$ cat src/hw/rtl/dtc_pkg.sv
// Shared types, codes and constants of the depth-to-color registration block.
`default_nettype none

package dtc_pkg;

    localparam int NUM_COEF          = 24;
    localparam int COEF_W            = 32;
    localparam int IDX_W             = 5;
    localparam int PIX_W             = 10;
    localparam int DEPTH_W           = 16;
    localparam int COLOR_W           = 12;
    localparam int CFG_W             = 13;
    localparam int CFG_IDX_W         = 4;
    localparam int MAX_DEPTH_COLUMNS = 1024;
    localparam int MAX_DEPTH_ROWS    = 1024;
    localparam int NUM_W             = 64;
    localparam int DIVISOR_W         = 32;
    localparam int DIV_STAGES        = NUM_W;
    localparam int FIFO_DEPTH        = 4;

    // Configuration register indexes.
    localparam logic [CFG_IDX_W-1:0] CFG_COLUMNS = CFG_IDX_W'(0);
    localparam logic [CFG_IDX_W-1:0] CFG_ROWS    = CFG_IDX_W'(1);

    localparam logic [CFG_W-1:0] COLUMNS_RESET = CFG_W'(1920);
    localparam logic [CFG_W-1:0] ROWS_RESET    = CFG_W'(1080);

    // First slot of each coefficient group.
    localparam int SLOT_INV   = 0;
    localparam int SLOT_ROT   = 6;
    localparam int SLOT_TRANS = 15;
    localparam int SLOT_RGB   = 18;

    typedef enum logic [0:0] {
        OP_LOAD = 1'b0,
        OP_MAP  = 1'b1
    } t_op;

    typedef enum logic [1:0] {
        ST_MAPPED     = 2'd0,
        ST_ZERO_DEPTH = 2'd1,
        ST_OUTSIDE    = 2'd2,
        ST_ZERO_ZC    = 2'd3
    } t_status;

    typedef logic signed [COEF_W-1:0] t_coef;
    typedef t_coef [NUM_COEF-1:0] t_coef_bank;

    typedef struct packed {
        t_op                       operation;
        logic [IDX_W-1:0]          coef_index;
        logic signed [COEF_W-1:0]  coef_value;
        logic [PIX_W-1:0]          pixel_x;
        logic [PIX_W-1:0]          pixel_y;
        logic [DEPTH_W-1:0]        depth_mm;
    } t_in_item;

    typedef struct packed {
        logic [PIX_W-1:0]   out_x;
        logic [PIX_W-1:0]   out_y;
        logic [COLOR_W-1:0] color_u;
        logic [COLOR_W-1:0] color_v;
        t_status            status;
    } t_out_item;

    typedef struct packed {
        logic [PIX_W-1:0]   x;
        logic [PIX_W-1:0]   y;
        logic [DEPTH_W-1:0] depth;
    } t_pix_item;

    typedef struct packed {
        logic full;
        logic empty;
    } t_queue_status;

    typedef struct packed {
        logic [PIX_W-1:0] x;
        logic [PIX_W-1:0] y;
        logic             zero_depth;
        logic             zc_zero;
        logic             neg_u;
        logic             neg_v;
    } t_div_tag;

endpackage

`default_nettype wire

$ cat src/hw/rtl/dtc_fifo.sv
// Short queue of pixel transactions between the front and the back.
`default_nettype none

module dtc_fifo
    import dtc_pkg::*;
(
    input  wire logic          i_clk,
    input  wire logic          i_rst_n,
    input  wire logic          i_push,
    input  wire t_pix_item     i_item,
    input  wire logic          i_pop,
    output t_pix_item          o_item,
    output t_queue_status      o_status
);

    localparam int PTR_W = $clog2(FIFO_DEPTH);

    t_pix_item              r_mem [FIFO_DEPTH];
    logic [PTR_W-1:0]       r_wr, r_rd;
    logic [PTR_W:0]         r_count;

    always_ff @(posedge i_clk) begin
        if (!i_rst_n) begin
            r_wr    <= '0;
            r_rd    <= '0;
            r_count <= '0;
        end else begin
            if (i_push) r_wr <= r_wr + PTR_W'(1);
            if (i_pop)  r_rd <= r_rd + PTR_W'(1);
            r_count <= r_count + (PTR_W+1)'(i_push) - (PTR_W+1)'(i_pop);
        end
    end

    always_ff @(posedge i_clk) begin
        if (i_push) r_mem[r_wr] <= i_item;
    end

    assign o_item         = r_mem[r_rd];
    assign o_status.full  = (r_count == (PTR_W+1)'(FIFO_DEPTH));
    assign o_status.empty = (r_count == '0);

    a_no_overflow: assert property (@(posedge i_clk) disable iff (!i_rst_n)
        o_status.full && !i_pop |-> !i_push) else $error("queue overflow");
    a_no_underflow: assert property (@(posedge i_clk) disable iff (!i_rst_n)
        o_status.empty |-> !i_pop) else $error("queue underflow");
    a_count_step: assert property (@(posedge i_clk) disable iff (!i_rst_n)
        i_push && !i_pop |=> r_count == $past(r_count) + (PTR_W+1)'(1))
        else $error("queue count did not advance");

endmodule

`default_nettype wire

$ cat config.mk
export PLATFORM = sky130hd
export DESIGN_NAME = dtc_fifo
export DESIGN_NICKNAME = d
export VERILOG_FILES = /design/src/hw/rtl/dtc_pkg.sv /design/src/hw/rtl/dtc_fifo.sv
export SDC_FILE = /design/constraint.sdc
export NUM_CORES = 1
export LEC_CHECK = 0
export ABC_AREA = 1
export BUFFER_PORTS_ARGS = -buffer_cell sky130_fd_sc_hd__buf_2
export CAP_MARGIN = 20
export CORE_ASPECT_RATIO = 2
export CORE_MARGIN = 5
export CORE_UTILIZATION = 60
export CTS_BUF_LIST = sky130_fd_sc_hd__clkbuf_4 sky130_fd_sc_hd__clkbuf_8
export DETAILED_ROUTE_END_ITERATION = 8
export PLACE_DENSITY = 0.85
export SLEW_MARGIN = 25
export SYNTH_ARGS = -nofsm -noshare
export SYNTH_HDL_FRONTEND = slang
export SYNTH_SLANG_ARGS = --single-unit
$ cat constraint.sdc
create_clock -name i_clk -period 1.8 [get_ports i_clk]
set_input_delay 0.18 -clock i_clk [delete_from_list [all_inputs] [get_ports i_clk]]
set_output_delay 0.18 -clock i_clk [all_outputs]
set_load 0.03 [all_outputs]
Yosys cells after proc, flatten, opt, wreduce, memory -nomap -nowiden. Memory sizes are Yosys's and may differ from the RTL's. A register that Yosys moved wholly into a read port is not among the register bits. Index checks and enable logic that the tools add are counted.

Logic and storage cells: 14. Memories: 1. Output and inout bits: 38. Register bits: 7. Memory bits (writable): 144. Input bits: 40.

Add/sub/neg operators: 4. Reduce and logical (&&, ||, !) cells: 1. Muxes and demuxes: 4. Equal/unequal tests: 1.

Memories: r_mem (words 4, bits a word 36, rd ports 1, clocked after memory_dff 1, wr ports 1, RTL line dtc_fifo.sv:18) `t_pix_item r_mem [FIFO_DEPTH];`.

Operators with widths (number): adder 2 x 1 -> 2 bit (second input constant) (2); 2-to-1 mux 2 bit (2); adder 3 x 1 -> 3 bit (1); == test 3 bit (second input constant) (1); logical NOT 3 bit (1); subtractor 3 x 1 -> 3 bit (1); 2-to-1 mux 1 bit (2).

Logic depth before layout (Yosys ltp).
Word-level depth: 3. Depth in mapped cells: 9. Depth with buffers taken out: 9.

Least setup slack after synthesis. No wires, ideal clock.

Path kind: register to register. Start point: register r_wr[0]. End point: memory r_mem[2][0] in the netlist's numbering (enable). Setup time: 0.391 ns. Stages on the path, launching flop included: 5. Arrival time: 1.298 ns. Data required time: 1.409 ns. Setup slack: 0.111 ns. Period minus slack after synthesis: 1.689 ns. Buffers on the path: 0. Cell sequence: dfxtp_1 -> inv_1 -> ha_1 -> nand2_1 -> inv_1.

RTL lines: from (decl) (RTL line dtc_fifo.sv:19) `logic [PTR_W-1:0] r_wr, r_rd;`; from (signal assigned) (RTL line dtc_fifo.sv:28) `if (i_push) r_wr <= r_wr + PTR_W'(1);`; to (decl) (RTL line dtc_fifo.sv:18).

No word-level cell before the write port.

==> metrics.txt <==
CP Data Required Time between 1.5 and 2 ns; layout net count ~660; worst-path maximum fanout 11; f_max 558 MHz; core region area about 10000 sq um; grt total ovfl 0; die height 155 um; flop-to-flop setup slack between 0.1 and 0.15 ns; worst reg2reg startpoint r_count[0]; peak supply drop 0.913 mV; critical path class flop to primary output; Max Slew Vio Count 0; Yosys cell types 18; r2r endpoint r_count[2]; clk buf depth 2; clk sinks roughly 150; Layout Skew 0.0156 ns; gr busiest metal met2; Initial Util ~60%; clock slew at reported path FFs ~0.080 ns; CP startpoint kind flop; met3 GRT Util under 10%; Post-Synthesis Mean Instance Area 13.3 sq um; CTS H-tree lvls 4; crit path to o_item[30]; DR pass1 iterations 5; num rows 53; ant diodes 0; Multi-input gate area approximately 1400 sq um; layout cells sized above 1 around 33%; GPL Wtd Cong 0.739; antenna violations before repair 0; status finished, final reports clean; unrepaired setup endpoints after global routing true; Setup crit end kind primary output; Setup TNS 0 ns; gr usage total a little over a fifth; r2r worst-path depth 9; first-pass GRT wire length 19600 um; I/O Buffers 77; Root Driver clkbuf_8; Setup-failing EPs final 0; average via count per standard cell 5.41; Least-Margin Pin Slew around 0.28 ns; Leak 3.24 nW; CTS buffer count 17; Worst Hold Class input pin to flop; Worst slew margin about 80%; met2 Track Usage GR between 40% and 50%; P per Cell Area approximately 1000 nW/um^2; initial DRC count around 280; Synthesized Nets approximately 520; min setup slack post-route ~0.007 ns; sequential area share after synthesis a little under three quarters; Clk Latency, worst-skew pair approximately 0.43 ns; met1 usage 20.8%; io pins 78; Yosys reg bits between 150 and 200; Final Hold Fails 0; Die X between 80 and 90 um; critical path arrival 1.61 ns; Reg area 4510 sq um; Syn. warnings 0; number of global-route vias before repair 4115; Post-DRT Antenna Nets 0; crit share post-route 99.6%; routed via count 4135; DRT Wirelength ~14000 um; synthesized cell area 6320 sq um; Tmin final roughly 1.8 ns; drt drc 0; pin count of the biggest net entering global routing around 50; Detailed Place HPWL between 7000 and 8000 um; max cap viols 0; fillers about 550; pre-CTS setup slack 0.108 ns; TritonCTS clock tree built; Layout Area Growth over Synthesis 29.8%; Cells after Synth 476; die area 12800 sq um; Layout Utilization 78.8%; Wirelength per Cell ~19 um
==> per-stage QoR <==
step	hold WS, ns	instance area (sq um)	std cells	power, mW
2_1_floorplan	0.272	6320	476	4.91
3_3_place_gp	0.391	6920	683	5.21
3_5_place_dp	0.397	6920	683	5.27
4_1_cts	0.0151	7800	756	8.19
5_1_grt	0.0480	8210	765	8.71
6_report	0.0390	8210	765	8.40
==> cell families after synthesis <==
group	Yosys count	share of synthesized area, %
buffers and inverters	112	7.86
and+or+nand+nor	86	5.94
AOI/OAI and AO/OA	118	13.5
adders and majority gates	7	1.50
DFF	153	71.2
==> where the power goes <==
group	total (mW)	leakage [nW]	switching, mW	internal [mW]
clock	2.88	0.209	1.21	1.67
sequential	4.13	1.40	0.0669	4.06
combinational	1.40	1.63	0.848	0.548
==> layout by cell type (no fill, tap or decap), drive strengths merged, types with 2 or more instances in the layout <==
master       instances
buf                102
inv                 84
o21ai               40
clkinvlp             5
a21oi               42
clkinv               6
nand2               82
nor2                 2
edfxtp             144
dfxtp                9
dlygate4sd3         37
clkbuf              25
bufinv               5
o211ai              36
ha                   6
==> synth_stat cells (all sizes together) <==
library cell | n | area [sq um]
o211ai | 36 | 440
nor3 | 1 | 5.00
edfxtp | 144 | 4320
nand2 | 82 | 358
fa | 1 | 20.0
nor2 | 2 | 7.51
o21ai | 40 | 200
dfxtp | 9 | 180
a21oi | 42 | 210
nand3 | 1 | 5.00
clkbuf | 3 | 11.3
inv | 88 | 330
ha | 6 | 75.1
buf | 21 | 155
==> area by class of cell <==
type                            instances  area share [%]
Sequential cell                       153            55.0
Multi-Input combinational cell        211            17.1
Timing Repair Buffer                  145            16.3
Inverter                               88            4.03
Clock buffer                           19            3.03
Clock inverter                         12            2.44
Tap cell                              137            2.09
==> worst min path at each step <==
stage / slack, ns / end / from / cells after the start
3_3_place_gp: 0.39 / r_mem[1][35] / i_item[35] / 1
5_1_grt: 0.05 / r_count[1] / i_rst_n / 3
6_report: 0.04 / r_count[1] / i_rst_n / 3
3_5_place_dp: 0.40 / r_mem[1][15] / i_item[15] / 1
4_1_cts: 0.02 / r_count[1] / i_rst_n / 3
2_1_floorplan: 0.27 / flop / i_pop / 1
==> sequential cells by signal (all words and copies together), names as in the netlist, named ones only <==
signal and flops:
r_count 3, r_mem 144, r_rd 2, r_wr 2
==> critical path, stage by stage (launching register included) <==
cell and delay [ns]:
dfxtp_4 0.37, buf_8 0.14, buf_12 0.15, a21oi_1 0.17, o21ai_1 0.10, nand2_1 0.12
buf_6 0.15
==> per-layer routing <==
layer  routed length [um]  share of wire (%)  up-vias
met2                 8440                 59      158
met5                    0                  0        -
met1                 4830                 34     2021
met3                  674                4.7       34
li1                     -                  -     1922
met4                  380                2.7        0
==> what timing repair did <==
item | in CTS | in global routing
setup endpoints to repair | 33 | 29
gates resized for setup | 7 | 119
hold buffers | 37 | 0
cloned | 0 | 6
pin swaps | 1 | 10
hold endpoints to repair | 146 | 0
buffers inserted | 5 | 3
(Power assumes the default switching activity.)
