===== src/hw/rtl/dtc_pkg.sv =====
// Shared types, codes and constants of the depth-to-color registration block.
`default_nettype none

package dtc_pkg;

    localparam int NUM_COEF          = 24;
    localparam int COEF_W            = 32;
    localparam int IDX_W             = 5;
    localparam int PIX_W             = 10;
    localparam int DEPTH_W           = 16;
    localparam int COLOR_W           = 12;
    localparam int CFG_W             = 13;
    localparam int CFG_IDX_W         = 4;
    localparam int MAX_DEPTH_COLUMNS = 1024;
    localparam int MAX_DEPTH_ROWS    = 1024;
    localparam int NUM_W             = 64;
    localparam int DIVISOR_W         = 32;
    localparam int DIV_STAGES        = NUM_W;
    localparam int FIFO_DEPTH        = 4;

    // Configuration register indexes.
    localparam logic [CFG_IDX_W-1:0] CFG_COLUMNS = CFG_IDX_W'(0);
    localparam logic [CFG_IDX_W-1:0] CFG_ROWS    = CFG_IDX_W'(1);

    localparam logic [CFG_W-1:0] COLUMNS_RESET = CFG_W'(1920);
    localparam logic [CFG_W-1:0] ROWS_RESET    = CFG_W'(1080);

    // First slot of each coefficient group.
    localparam int SLOT_INV   = 0;
    localparam int SLOT_ROT   = 6;
    localparam int SLOT_TRANS = 15;
    localparam int SLOT_RGB   = 18;

    typedef enum logic [0:0] {
        OP_LOAD = 1'b0,
        OP_MAP  = 1'b1
    } t_op;

    typedef enum logic [1:0] {
        ST_MAPPED     = 2'd0,
        ST_ZERO_DEPTH = 2'd1,
        ST_OUTSIDE    = 2'd2,
        ST_ZERO_ZC    = 2'd3
    } t_status;

    typedef logic signed [COEF_W-1:0] t_coef;
    typedef t_coef [NUM_COEF-1:0] t_coef_bank;

    typedef struct packed {
        t_op                       operation;
        logic [IDX_W-1:0]          coef_index;
        logic signed [COEF_W-1:0]  coef_value;
        logic [PIX_W-1:0]          pixel_x;
        logic [PIX_W-1:0]          pixel_y;
        logic [DEPTH_W-1:0]        depth_mm;
    } t_in_item;

    typedef struct packed {
        logic [PIX_W-1:0]   out_x;
        logic [PIX_W-1:0]   out_y;
        logic [COLOR_W-1:0] color_u;
        logic [COLOR_W-1:0] color_v;
        t_status            status;
    } t_out_item;

    typedef struct packed {
        logic [PIX_W-1:0]   x;
        logic [PIX_W-1:0]   y;
        logic [DEPTH_W-1:0] depth;
    } t_pix_item;

    typedef struct packed {
        logic full;
        logic empty;
    } t_queue_status;

    typedef struct packed {
        logic [PIX_W-1:0] x;
        logic [PIX_W-1:0] y;
        logic             zero_depth;
        logic             zc_zero;
        logic             neg_u;
        logic             neg_v;
    } t_div_tag;

endpackage

`default_nettype wire


===== src/hw/rtl/dtc_front.sv =====
// Front: accepts transactions, holds configuration and coefficients, queues pixels.
`default_nettype none

module dtc_front
    import dtc_pkg::*;
(
    input  wire logic                 i_clk,
    input  wire logic                 i_rst_n,
    input  wire logic                 i_valid,
    input  wire t_in_item             i_data,
    output logic                      o_stall,
    input  wire logic                 i_cfg_valid,
    output logic                      o_cfg_ready,
    input  wire logic [CFG_IDX_W-1:0] i_cfg_index,
    input  wire logic [CFG_W-1:0]     i_cfg_data,
    input  wire t_queue_status        i_queue,
    input  wire logic                 i_back_busy,
    output logic                      o_push,
    output t_pix_item                 o_push_item,
    output t_coef_bank                o_coef,
    output logic [CFG_W-1:0]          o_columns,
    output logic [CFG_W-1:0]          o_rows
);

    t_coef_bank       r_coef;
    logic [CFG_W-1:0] r_columns, r_rows;
    logic             w_busy, w_accept, w_load;

    // A load waits until no pixel is in flight, so that each pixel sees one
    // consistent coefficient set.
    assign w_busy   = !i_queue.empty || i_back_busy;
    assign o_stall  = i_queue.full || (i_valid && i_data.operation == OP_LOAD && w_busy);
    assign w_accept = i_valid && !o_stall;
    assign w_load   = w_accept && i_data.operation == OP_LOAD;
    assign o_push   = w_accept && i_data.operation == OP_MAP;

    assign o_push_item.x     = i_data.pixel_x;
    assign o_push_item.y     = i_data.pixel_y;
    assign o_push_item.depth = i_data.depth_mm;

    always_ff @(posedge i_clk) begin
        for (int i = 0; i < NUM_COEF; i++) begin
            if (w_load && i_data.coef_index == IDX_W'(i)) r_coef[i] <= i_data.coef_value;
        end
    end

    assign o_cfg_ready = 1'b1;

    always_ff @(posedge i_clk) begin
        if (!i_rst_n) begin
            r_columns <= COLUMNS_RESET;
            r_rows    <= ROWS_RESET;
        end else if (i_cfg_valid) begin
            if (i_cfg_index == CFG_COLUMNS) r_columns <= i_cfg_data;
            if (i_cfg_index == CFG_ROWS)    r_rows    <= i_cfg_data;
        end
    end

    assign o_coef    = r_coef;
    assign o_columns = r_columns;
    assign o_rows    = r_rows;

    a_load_when_idle: assert property (@(posedge i_clk) disable iff (!i_rst_n)
        w_load |-> !w_busy) else $error("coefficient load while pixels in flight");

endmodule

`default_nettype wire


===== config.mk =====
export PLATFORM = sky130hd
export DESIGN_NAME = dtc_front
export DESIGN_NICKNAME = d
export VERILOG_FILES = /design/src/hw/rtl/dtc_pkg.sv /design/src/hw/rtl/dtc_front.sv
export SDC_FILE = /design/constraint.sdc
export NUM_CORES = 1
export LEC_CHECK = 0
export BUFFER_PORTS_ARGS = -buffer_cell sky130_fd_sc_hd__buf_2
export CAP_MARGIN = 10
export CORE_AREA = 2 2 359 361
export DETAILED_ROUTE_END_ITERATION = 10
export DIE_AREA = 0 0 361 363
export GPL_TIMING_DRIVEN = 1
export SETUP_SLACK_MARGIN = 0.3
export SYNTH_ARGS = -nofsm -noshare
export SYNTH_HDL_FRONTEND = slang
export SYNTH_SLANG_ARGS = --single-unit

===== constraint.sdc =====
create_clock -name i_clk -period 4.6 [get_ports i_clk]
set_input_delay 0.46 -clock i_clk [delete_from_list [all_inputs] [get_ports i_clk]]
set_output_delay 0.46 -clock i_clk [all_outputs]
set_load 0.05 [all_outputs]

======== Word level (Yosys, flattened, before mapping) ========
Cells that the tools add are included.
operators by class
  $add $sub $neg .......................... 0
  multiply operators ...................... 0
  divide/modulo/power cells ............... 0
  order comparisons ....................... 0
  equal/unequal tests ..................... 24
  shifts and indexed selects .............. 0
  multiplexer cells ....................... 0
  bitwise logic cells ..................... 1
  reductions and logical operators ........ 37
operators with widths
  kind                                            number
  == test 5 x 4 -> 1 bit (second input constant)  8
  == test 5 bit (second input constant)           8
  logical AND 1 bit                               29
  == test 5 x 3 -> 1 bit (second input constant)  4
  == test 5 x 2 -> 1 bit (second input constant)  2
  == test 5 x 1 -> 1 bit (second input constant)  1
  zero test 5 bit                                 1
  == test 4 x 1 -> 1 bit (second input constant)  1
  zero test 4 bit                                 1
  AND reduction 2 bit                             2
  zero test 1 bit                                 2
  logical OR 1 bit                                2
  inverter 1 bit                                  1
word-level totals
  flip-flop bits (word level) ............. 794
  latch bits .............................. 0
  memory bits (writable) .................. 0
  memory bits (read-only) ................. 0
  input port bits ......................... 98
  output and inout bits ................... 833
  word-level logic and storage cells ...... 88
  memories ................................ 0

======== Logic depth before layout (Yosys ltp) ========
Gate-level depths: netlist (run 1).
  depth in word-level cells ............... 8
  gate-level depth with buffers ........... 5
  depth with buffers taken out ............ 3

======== Worst setup path after synthesis (run 1) ========
Ideal clock, no wire load.
  path type ............................... input port to flip-flop
  start ................................... in i_data[73] (netlist bit)
  end ..................................... reg r_coef, in the netlist o_coef[256], enable pin
  data arrival time ....................... 2.572 ns
  data required time ...................... 4.179 ns
  setup slack ............................. 1.607 ns
  stages on the path ...................... 3
  buffers on the path ..................... 0
  cells stage by stage .................... nor4b_1 -> nand4b_1 -> nor2_1
on the way
  word-level cells in the longest chain between the ends .. 8
ends and longest elaborated chain
  item                            line                              source
  start, declared                 dtc_front.sv:10                   input wire t_in_item i_data,
  inverter 1 bit (*)              dtc_front.sv:32, dtc_front.sv:34
  logical AND 1 bit (2 in a row)  dtc_front.sv:32                   assign o_stall = i_queue.full || (i_valid && i_data.operation == OP_LOAD && w_busy);
  logical OR 1 bit                dtc_front.sv:32
  zero test 1 bit                 dtc_front.sv:33                   assign w_accept = i_valid && !o_stall;
  logical AND 1 bit               dtc_front.sv:33
  logical AND 1 bit (*)           dtc_front.sv:34                   assign w_load = w_accept && i_data.operation == OP_LOAD;
  logical AND 1 bit (*)           dtc_front.sv:43                   if (w_load && i_data.coef_index == IDX_W'(i)) r_coef[i] <= i_data.coef_value;
  end signal, assigned by index   dtc_front.sv:43
  end, declared                   dtc_front.sv:25                   t_coef_bank r_coef;
Mark *: on every way between the ends. The rest lies on a longest branch, timed or not.
A chain may end at the register's enable or synchronous reset.

======== Final worst setup path (run 1) ========
  start ................................... in i_data[73] (netlist bit)
  end ..................................... reg r_coef, in the netlist o_coef[477], enable pin
Same word-level chain as after synthesis.

==> results.md, run 1 <==
- Outcome: finished, final reports clean
- Final net count: 2003
- Final setup violation count: 0
- CTS tree: done
- Final slew viol count: 0
- Sw Pwr: around 3.2 mW
- Mapped Area: between 20000 and 25000 µm²
- Sw frac: 21.4%
- Die H: about 360 µm
- Sequential area share after synthesis: between 90% and 100%
- Layout cell share with drive strength beyond 1: between 50% and 60%
- Clock Path Buffers: 3
- Residual DRC count: 0
- CTS root buf: clkbuf_16
- Largest net degree at the start of global routing: 40
- Mapped Nets: ~1100
- Logic pwr share: under 10%
- Hold/Removal Path Class: in -> reg
- First-iteration detailed-routing DRC count: ~1400
- Top cell type's share of synthesized area: 93.8%
- CTS clk-pin slew, worst paths: ~60 ps
- Cell taking the most area after synthesis: edfxtp_1
- First-pass GRT wire length: around 130000 µm
- Syn avg cell area: about 26 µm²
- Avg WL per Cell: about 28 µm
- Placer Congestion: approximately 0.79
- Post-synth cell types: 25
- Initial Util: approximately a fifth
- Hold violation total from the final report: 0
- Crit path cell chain: buf_2, nor4b_1, nand4_1, nor2_4, buf_4
- Post-route setup TNS: 0 ps
- Filler cell count: between 10000 and 15000
- Worst path bufs/invs: 2
- Power Internal: 11.7 mW
- Number of port buffers: roughly 860
- Core area: about 130000 µm²
- RSZ-0062 raised after global routing: false
- Peak VDD IR: 0.255 mV
- Htree depth: 3
- YS warnings: 0
- Core Rows: approximately 130
- Leak Pwr: 12.4 nW
- Vias in the first global route: between 10000 and 15000
- CP max-delay cell: nor2_4
- PwrDens: roughly 440 nW/µm²
- Fin crit period: around 2800 ps
- Area occupied by multi-input gates: 848 µm²
- Vias: approximately 14000
- Initial antenna violation count: 14
- Total CTS buffers: 86
- Post-synthesis register bit count: a little under 800
- Routed vias/inst: ~3.8
- Crit path launch type: input pin
- Largest fanout on the critical path: 15
- Die area: 131000 µm²
- Ranking of synthesized cells by area: edfxtp_1, dfxtp_1, buf_4
- Ports: roughly 930
- Max Fclk: 0.359 GHz
- DRT antenna net count: 0
- Crit path largest cell delay: roughly 950 ps
- Fin Clk Skew: 0 ps
- Dpl ws: about 1100 ps
- TritonRoute pass-1 iters: 5
- Routed wire length: roughly 100000 µm
- Die X: 361 µm
- Final worst slack: 1810 ps
- Clock sink count: around 800
- Most frequent cells in the layout: buf_2, edfxtp_1, clkbuf_16
- Max-cap violations: 0
- GRT Overall Usage: between 10 and 15%
- CP top delay family: simple AND/OR/NAND/NOR gates
- Worst Max-Slew Pin Slew: ~1100 ps
- Area grow syn2layout: 38.4%
- Setup crit end kind: register
- Worst slew margin: about a quarter
- Flop pwr share: between 50% and 60%
- Worst-skew pair later-pin latency: approximately 690 ps
- Gr ovfl total: 0
- CP required: approximately 5000 ps
- Commonest non-fill, non-tap cell in the layout: buf_2
- Setup CP Type: in -> reg
- HPWL Detailed: roughly 70000 µm
- Fin crit share: roughly three fifths
- Critical Path AT: about 3200 ps
- Sequential cell area: ~24000 µm²
- Mapped Cells: 960
- Clock Power Share: between 40% and 50%
- Setup Buffers After CTS: 0
==> flip-flops by register name, indices dropped and copies added, names as in the netlist <==
signal,cells
o_coef,768
o_rows,13
o_columns,13
==> area by class of cell <==
class | instances | area share (%)
diodes | 5 | 0.0367
clock buffers | 95 | 6.42
clock inverters | 58 | 1.58
inverters | 7 | 0.0772
multi-input cells | 113 | 2.49
flip-flops and latches | 794 | 69.2
well taps | 1662 | 6.11
repair buffers | 903 | 14.0
==> cells in the mapped netlist <==
cell      count
and2_1        2
buf_6         1
nand3_1       3
nand4b_1      1
nand3b_1      3
dfxtp_1      26
nand2b_1      4
mux2i_1      19
buf_4        38
nor2_1       24
nor2b_1       4
edfxtp_1    768
buf_2         1
or2_2         1
nor4b_1       2
nor4b_4       1
nand4_1       1
clkbuf_1      6
inv_1         7
a31o_2        1
nand2_1      36
a21oi_1       2
o211ai_1      6
conb_1        1
nor4bb_1      2
==> power groups by stage <==
stage | sequential, mW | clock [mW] | combinational (mW)
final | 7.94 | 6.72 | 0.272
after global routing | 7.94 | 7.15 | 0.293
after CTS | 7.94 | 6.88 | 0.281
after detailed placement | 8.09 | 0 | 0.274
after global placement | 8.09 | 0 | 0.273
after floorplan | 8.13 | 0 | 0.115
==> kinds of logic (layout without fill, tap and decap cells) <==
family / count (synthesis) / count (layout) / synth area share (%)
AND/OR/NAND/NOR: 84 / 84 / 1.66
multiplexers: 19 / 19 / 0.773
AO/OA/AOI/OAI: 9 / 9 / 0.259
buffers and inverters: 53 / 1063 / 1.42
flip-flops: 794 / 794 / 95.9
other: 1 / 6 / 0.0152
==> routing by layer <==
layer | track usage, % | vias to the layer above | wire length (µm)
met2 | 24.7 | 874 | 49600
met4 | 5.73 | 6 | 3240
met5 | 0 | - | 28
met1 | 17.6 | 7132 | 39000
met3 | 4.24 | 167 | 8340
li1 | - | 5668 | -
==> worst register-to-register path, cell delays in order (launching register included) <==
cell and delay [ps]:
dfxtp_1 440, inv_1 80, o211ai_1 160
==> stage by stage <==
stage | instance area [µm²] | hold slack, ps | total power, mW | utilization, % | instances
global route | 34000 | 73.1 | 15.4 | 26.8 | 3633
floorplan | 24600 | 559 | 8.25 | - | 960
detailed placement | 31200 | 455 | 8.37 | 24.6 | 3469
CTS | 34000 | 26.1 | 15.1 | 26.8 | 3632
global placement | 31200 | 449 | 8.37 | 24.6 | 3469
finish | 34100 | 90.5 | 14.9 | 26.8 | 3637
==> what timing repair did <==
action / in CTS / in global routing
setup endpoints to repair: 0 / 0
resized for setup: 0 / 0
hold buffers: 10 / 0
hold endpoints to repair: 13 / 0
==> worst paths after layout <==
path	start	to	slack (ps)	cells past startpoint
min	i_cfg_data[12]	o_rows[12]	90	3
max reg2reg	o_rows[4]	o_rows[4]	3850	2
max	i_data[73]	o_coef[477]	1810	5
min reg2reg	o_columns[0]	o_columns[0]	460	2
Note: power is estimated with default switching activity, not from simulation.
==> inputs of run 2 (changes only) <==
--- a/config.mk
+++ b/config.mk
@@ -5,11 +5,12 @@
 export SDC_FILE = /design/constraint.sdc
 export NUM_CORES = 1
 export LEC_CHECK = 0
+export ABC_AREA = 1
 export BUFFER_PORTS_ARGS = -buffer_cell sky130_fd_sc_hd__buf_2
 export CAP_MARGIN = 10
-export CORE_AREA = 2 2 359 361
+export CORE_AREA = 2 2 366 368
 export DETAILED_ROUTE_END_ITERATION = 10
-export DIE_AREA = 0 0 361 363
+export DIE_AREA = 0 0 368 370
 export GPL_TIMING_DRIVEN = 1
 export SETUP_SLACK_MARGIN = 0.3
 export SYNTH_ARGS = -nofsm -noshare
==> constraint.sdc (replaced) <==
create_clock -name i_clk -period 2.9 [get_ports i_clk]
set_input_delay 0.29 -clock i_clk [delete_from_list [all_inputs] [get_ports i_clk]]
set_output_delay 0.29 -clock i_clk [all_outputs]
set_load 0.05 [all_outputs]
==> results.md, run 2 <==
- Outcome: finished, final reports clean
- Fin Clk Skew: 0 ps (unchanged)
- Count leader, synth: edfxtp_1
- Worst Setup SP: o_coef[299]
- Hold violation total from the final report: 0 (unchanged)
- Die H: 370 µm (+1.9%)
- Flop pwr share: 53.0% (-0.2 points)
- Leak Pwr: 12.7 nW (+2.6%)
- Post-CTS Resized: 0 (unchanged)
- Die area: 136000 µm² (+3.9%)
- Fin crit share: just over 60%
- Layout cell share with drive strength beyond 1: 50.2% (-2.9 points)
- Most frequent cells in the layout: buf_2, edfxtp_1, clkbuf_16
- Crit path launch type: register
- Crit path largest cell delay: 430 ps (-520 ps)
- Setup crit end kind: output port
- Area grow syn2layout: 39.3%
- Synth cell count leaders: edfxtp_1, inv_1, nand2_1, buf_4, nor2_1
- Routed wire length: 86000 µm (-14%)
- EDFF count, synth: 768 (unchanged)
- Async S/R FF share, synth: 0% (unchanged)
- Avg WL per Cell: 22.3 µm (-19%)
- Total CTS buffers: 84 (-2.3%)
- R2R Path Start: o_columns[9]
- Clock Power Share: 45.0% (about the same)
- Final slew viol count: 0 (unchanged)
- Filler cell count: 13534 (+6.0%)
- CP required: 2610 ps (-2370 ps)
- RSZ-0062 raised after global routing: false
- CTS tree: done
- Max-cap violations: 0 (unchanged)
- Sequential area share after synthesis: 94.6% (-1.3 points)
- Syn avg cell area: 23.6 µm² (-8.0%)
- CP top delay family: flip-flops
- Power Internal: 18.8 mW (+60%)
- DRT antenna net count: 0 (unchanged)
- YS warnings: 0 (unchanged)
- Hold Startpoint: i_data[60]
- Hold_buf cts: 26 (+16)
- Setup Buffers After CTS: 0 (unchanged)
- TritonRoute pass-1 iters: 5 (unchanged)
- Htree depth: 3 (unchanged)
- Residual DRC count: 0 (unchanged)
- GRT Overall Usage: 12.0% (-2.7 points)
- Post-synth cell types: 23 (-8.0%)
- Ranking of synthesized cells by area: edfxtp_1, dfxtp_1, buf_4
- CTS clk-pin slew, worst paths: 60 ps (about the same)
- Gr ovfl total: 0 (unchanged)
- Mapped Area: 24900 µm² (+1.4%)
- Crit path cell chain: buf_2
- Final setup violation count: 0 (unchanged)
- First-pass GRT wire length: 111000 µm (-13%)
- Placed inst area: 31700 µm² (+1.5%)
- Vias in the first global route: 13302 (-1.1%)
- Die X: 368 µm (+1.9%)
- First-iteration detailed-routing DRC count: 1408 (+3.2%)
- PwrDens: 683 nW/µm² (+56%)
- Commonest non-fill, non-tap cell in the layout: buf_2
- Mapped Cells: 1058 (+10%)
- FF-to-FF setup slack: 1760 ps (-2090 ps)
- Ports: 931 (unchanged)
- Vias: 13803 (-0.32%)
- Worst slew margin: 53.8% (+28 points)
- Largest net degree at the start of global routing: 33 (-18%)
- Max Fclk: approximately 0.57 GHz
- Largest register FFs: 768 (unchanged)
- Worst path bufs/invs: 1 (-1)
- Initial Util: 18.8% (-0.54 points)
- Initial antenna violation count: 3 (-11)
- Fin area: 34700 µm² (+2.0%)
- Hold/Removal Path Class: in -> reg
- Worst-skew pair later-pin latency: 640 ps (-50 ps)
- Post-synthesis register bit count: 794 (unchanged)
- CP max-delay cell: edfxtp_1
- Setup CP Type: reg -> out
- Clock Path Buffers: 3 (unchanged)
- Overall Power: 23.7 mW (+59%)
- Critical Path AT: 1470 ps (-1690 ps)
- Fin crit period: around 1800 ps
- CTS root buf: clkbuf_16
- Top FF cell, synth: edfxtp_1
- Cell taking the most area after synthesis: edfxtp_1
- Mapped Nets: 1156 (+9.3%)
- Logic pwr share: 2.0% (+0.2 points)
- Routed vias/inst: 3.59 (-5.8%)
- Top cell type's share of synthesized area: 92.5% (-1.3 points)
- Peak VDD IR: 0.531 mV (+110%)
- Sw frac: 20.9% (-0.54 points)
- Largest fanout on the critical path: 1 (-14)
- Number of port buffers: 857 (unchanged)
- Placer Congestion: 0.763 (-3.1%)
- Core area: 132000 µm² (+4.3%)
- Clock sink count: 794 (unchanged)
- Sw Pwr: 4.96 mW (+55%)
- HPWL Detailed: 55300 µm (-21%)
- Core Rows: 134 (+2.3%)
- Final net count: 2104 (+5.0%)
- Worst Max-Slew Pin Slew: 693 ps (-413 ps)
[run 2: cell count changes in the layout (fill, tap and decap cells not counted), sizes merged, moves of 7 or more]
cell         delta
inv            +52
nand4          +26
nand2          +24
mux2i          -19
dlygate4sd3    +16
nor3           +16
nor2           +12
clkinvlp        -8
nand3           +8
buf             -7
[run 2: per-stage QoR]
step | setup slack (ps) | hold slack, ps | instances | setup TNS, ps | util [%]
4_1_cts | 1070 | 8.73 | 3841 | 0 | 26.2
2_1_floorplan | -560 | 389 | 1058 | -224470 | -
3_5_place_dp | 665 | 446 | 3662 | 0 | 23.9
3_3_place_gp | 707 | 438 | 3662 | 0 | 23.9
6_report | 1140 | 82.5 | 3849 | 0 | 26.2
5_1_grt | 1100 | 45.6 | 3841 | 0 | 26.2
[run 2: path summary, 6_finish.rpt]
check,end,cells after the start
worst max-delay path,o_coef[299],1
worst min-delay path,o_coef[184],1
worst max register to register,o_columns[9],3
worst min register to register,o_rows[10],2
[run 2: power groups by stage]
stage | sequential (mW) | clock (mW) | combinational (mW)
6_report | 12.6 | 10.7 | 0.467
5_1_grt | 12.6 | 11.4 | 0.510
4_1_cts | 12.6 | 11.0 | 0.479
3_5_place_dp | 12.8 | 0 | 0.459
3_3_place_gp | 12.8 | 0 | 0.452
2_1_floorplan | 12.9 | 0 | 0.218
[run 2: per-layer routing]
layer / part of all wire (%) / vias to the layer above / wire, µm / global-route usage, %
met4: 2.7 / 0 / 2310 / 4.64
met1: 38 / 6998 / 32700 / 14.4
met3: 9.9 / 132 / 8500 / 3.78
met2: 49 / 741 / 42400 / 20.0
met5: 0 / - / 0 / 0
li1: - / 5932 / - / -
[run 2: kinds of logic after synthesis]
kind of cell	after synthesis	share of synthesized area (%)
DFF	794	94.6
and+or+nand+nor	151	3.02
buffers and inverters	111	2.37
AOI/OAI and AO/OA	1	0.0301
other	1	0.0150
[run 2: worst reg2reg max path, delay by kind of cell, from the launching register on]
family / cells / cell delay [ps]
AND/OR/NAND/NOR: 2 / 130
buffers and inverters: 1 / 580
flip-flops: 1 / 310
[run 2: layout make-up]
| type | instances | area, µm² | share of cell area (%) |
|---|---|---|---|
| flip-flops and latches | 794 | 23600 | 67.9 |
| repair buffers | 912 | 5030 | 14.5 |
| well taps | 1768 | 2210 | 6.37 |
| clock buffers | 101 | 2200 | 6.32 |
| multi-input cells | 153 | 906 | 2.61 |
| clock inverters | 52 | 567 | 1.63 |
| inverters | 61 | 229 | 0.659 |
| diodes | 8 | 20.0 | 0.0576 |
==> inputs of run 3 (changes only) <==
--- a/config.mk
+++ b/config.mk
@@ -8,9 +8,9 @@
 export ABC_AREA = 1
 export BUFFER_PORTS_ARGS = -buffer_cell sky130_fd_sc_hd__buf_2
 export CAP_MARGIN = 10
-export CORE_AREA = 2 2 366 368
+export CORE_AREA = 2 2 364 366
 export DETAILED_ROUTE_END_ITERATION = 10
-export DIE_AREA = 0 0 368 370
+export DIE_AREA = 0 0 366 368
 export GPL_TIMING_DRIVEN = 1
 export SETUP_SLACK_MARGIN = 0.3
 export SYNTH_ARGS = -nofsm -noshare
==> constraint.sdc (replaced) <==
create_clock -name i_clk -period 1.6 [get_ports i_clk]
set_input_delay 0.16 -clock i_clk [delete_from_list [all_inputs] [get_ports i_clk]]
set_output_delay 0.16 -clock i_clk [all_outputs]
set_load 0.05 [all_outputs]
==> results.md, run 3 (same netlist as run 2, synthesis figures left out) <==
- Die area: 135000 µm² (-1.1%)
- Hold/Removal Path Class: in -> reg
- Worst path bufs/invs: 1 (unchanged)
- CTS clk-pin slew, worst paths: 70 ps (about the same)
- Core Rows: 133 (-0.75%)
- GRT Overall Usage: 14.0% (+2.1 points)
- CP required: 1440 ps (-1170 ps)
- Number of port buffers: 857 (unchanged)
- Peak VDD IR: 0.899 mV (+69%)
- CTS root buf: clkbuf_16
- Gr ovfl total: 0 (unchanged)
- Most frequent cells in the layout: edfxtp_1, buf_6, buf_2
- Largest net degree at the start of global routing: 27 (-18%)
- Non-Filler Instances: 3920 (+1.8%)
- Routed vias/inst: 3.72 (+3.7%)
- Crit path largest cell delay: 520 ps (+90 ps)
- First-pass GRT wire length: 128000 µm (+15%)
- Crit path cell chain: buf_6
- FF-to-FF path depth: 5 (+2)
- Overall Power: 43.4 mW (+83%)
- Area grow syn2layout: 60.9%
- Initial antenna violation count: 8 (+5)
- TritonRoute pass-1 iters: 5 (unchanged)
- Leak Pwr: 14.8 nW (+16%)
- Worst Max-Slew Pin Slew: 708 ps (+14.8 ps)
- Die H: 368 µm (-0.54%)
- Fin Clk Skew: 0 ps (unchanged)
- Sw Pwr: 9.41 mW (+90%)
- Max-cap violations: 0 (unchanged)
- Layout cell share with drive strength beyond 1: 52.5% (+2.3 points)
- Worst-skew pair later-pin latency: 670 ps (+30 ps)
- Largest register FFs: 768 (unchanged)
- Htree depth: 3 (unchanged)
- Critical Path AT: 1420 ps (-50 ps)
- Final setup violation count: 0 (unchanged)
- Ports: 931 (unchanged)
- Hold violation total from the final report: 0 (unchanged)
- Setup CP Type: reg -> out
- Core area: 131000 µm² (-1.2%)
- Clock Path Buffers: 3 (unchanged)
- Vias: 14578 (+5.6%)
- Logic pwr share: 2.5% (+0.5 points)
- Commonest non-fill, non-tap cell in the layout: edfxtp_1
- Flop pwr share: 52.7% (-0.3 points)
- Critical Path Stages: 1 (unchanged)
- First-iteration detailed-routing DRC count: 1190 (-15%)
- Final slew viol count: 0 (unchanged)
- PwrDens: 1080 nW/µm² (+58%)
- Crit path launch type: register
- Placer Congestion: 0.794 (+4.1%)
- Setup crit end kind: output port
- Clock sink count: 794 (unchanged)
- Fin crit period: 1580 ps
- Number of stages on the worst hold path: 1 (unchanged)
- Initial Util: 19.1% (+0.24 points)
- CTS tree: done
- Total CTS buffers: 84 (unchanged)
- CP max-delay cell: edfxtp_1
- Vias in the first global route: 14110 (+6.1%)
- Hold slack final: 56.8 ps (-25.7 ps)
- Final net count: 2193 (+4.2%)
- Avg WL per Cell: 25.6 µm (+14%)
- HPWL Detailed: 69900 µm (+26%)
- Post-placement cell count: 3703 (+1.1%)
- Die X: 366 µm (-0.54%)
- Routed wire length: 100000 µm (+17%)
- Sw frac: 21.7% (+0.80 points)
- CP top delay family: flip-flops
- DRT antenna net count: 0 (unchanged)
- Largest fanout on the critical path: 1 (unchanged)
- Outcome: finished, final reports clean
- Power Internal: 33.9 mW (+81%)
- RSZ-0062 raised after global routing: true
- Max Fclk: between 0.6 and 0.7 GHz
- Filler cell count: 12619 (-6.8%)
- Worst slew margin: 52.8% (-0.99 points)
- Fin crit share: between 90% and 100%
- Residual DRC count: 0 (unchanged)
- Clock Power Share: 44.8% (-0.2 points)
[run 3: changes by cell type in the layout (fill, tap and decap cells not counted), sizes merged]
cell and delta:
buf +55, bufinv -1, clkbuf -10, clkinv +7, clkinvlp +3, diode -5
dlygate4sd3 +32, dlymetal6s2s +1, inv +2
[run 3: worst paths after layout]
| kind | startpoint | endpoint | slack [ps] |
|---|---|---|---|
| worst max-delay path | o_coef[343] | o_coef[343] | 20 |
| worst min-delay path | i_data[54] | o_coef[338] | 60 |
| worst max register to register | o_rows[8] | o_rows[8] | 850 |
| worst min register to register | o_rows[4] | o_rows[4] | 480 |
[run 3: timing repair]
| item | 4_1_cts | 5_1_grt |
|---|---|---|
| pin swaps | 0 | 0 |
| buffers inserted | 2 | 0 |
| gates resized for setup | 864 | 724 |
| hold endpoints to repair | 724 | 0 |
| hold buffers | 59 | 0 |
| setup endpoints to repair | 795 | 811 |
[run 3: cell type report]
cell class	count	area [µm²]	share of cell area, %
tap	1755	2200	5.47
clock inverter	63	629	1.57
inverter	61	234	0.583
antenna	3	7.51	0.0187
clock buffer	90	2120	5.30
timing repair buffer	1001	10300	25.6
sequential	794	23600	58.9
multi-input combinational	153	1020	2.55
[run 3: through the flow]
stage	TNS (ps)	worst slack, ps	cell area, µm²	utilization (%)
global route	-240	-63.6	40100	30.7
detailed placement	-27220	-148	32500	24.9
global placement	-20480	-135	32500	24.9
floorplan	-247560	-430	25200	-
CTS	-411	-82.8	38600	29.5
finish	0	20.4	40100	30.7
[run 3: power groups by stage]
stage               Clock, mW  Combinational (mW)  Sequential, mW
floorplan                   0               0.426            23.4
global placement            0               0.953            23.3
detailed placement          0               0.961            23.3
CTS                      19.9                1.11            22.8
global route             20.7                1.18            22.8
finish                   19.4                1.10            22.8
[run 3: per-layer routing]
layer	share of wire, %	wire (µm)	global-route usage, %	vias to the layer above
met1	39	38700	16.9	7502
met4	2.7	2700	3.90	8
met3	8.3	8370	4.41	161
met5	0.049	49	0	-
li1	-	-	-	6126
met2	50	50400	24.1	781
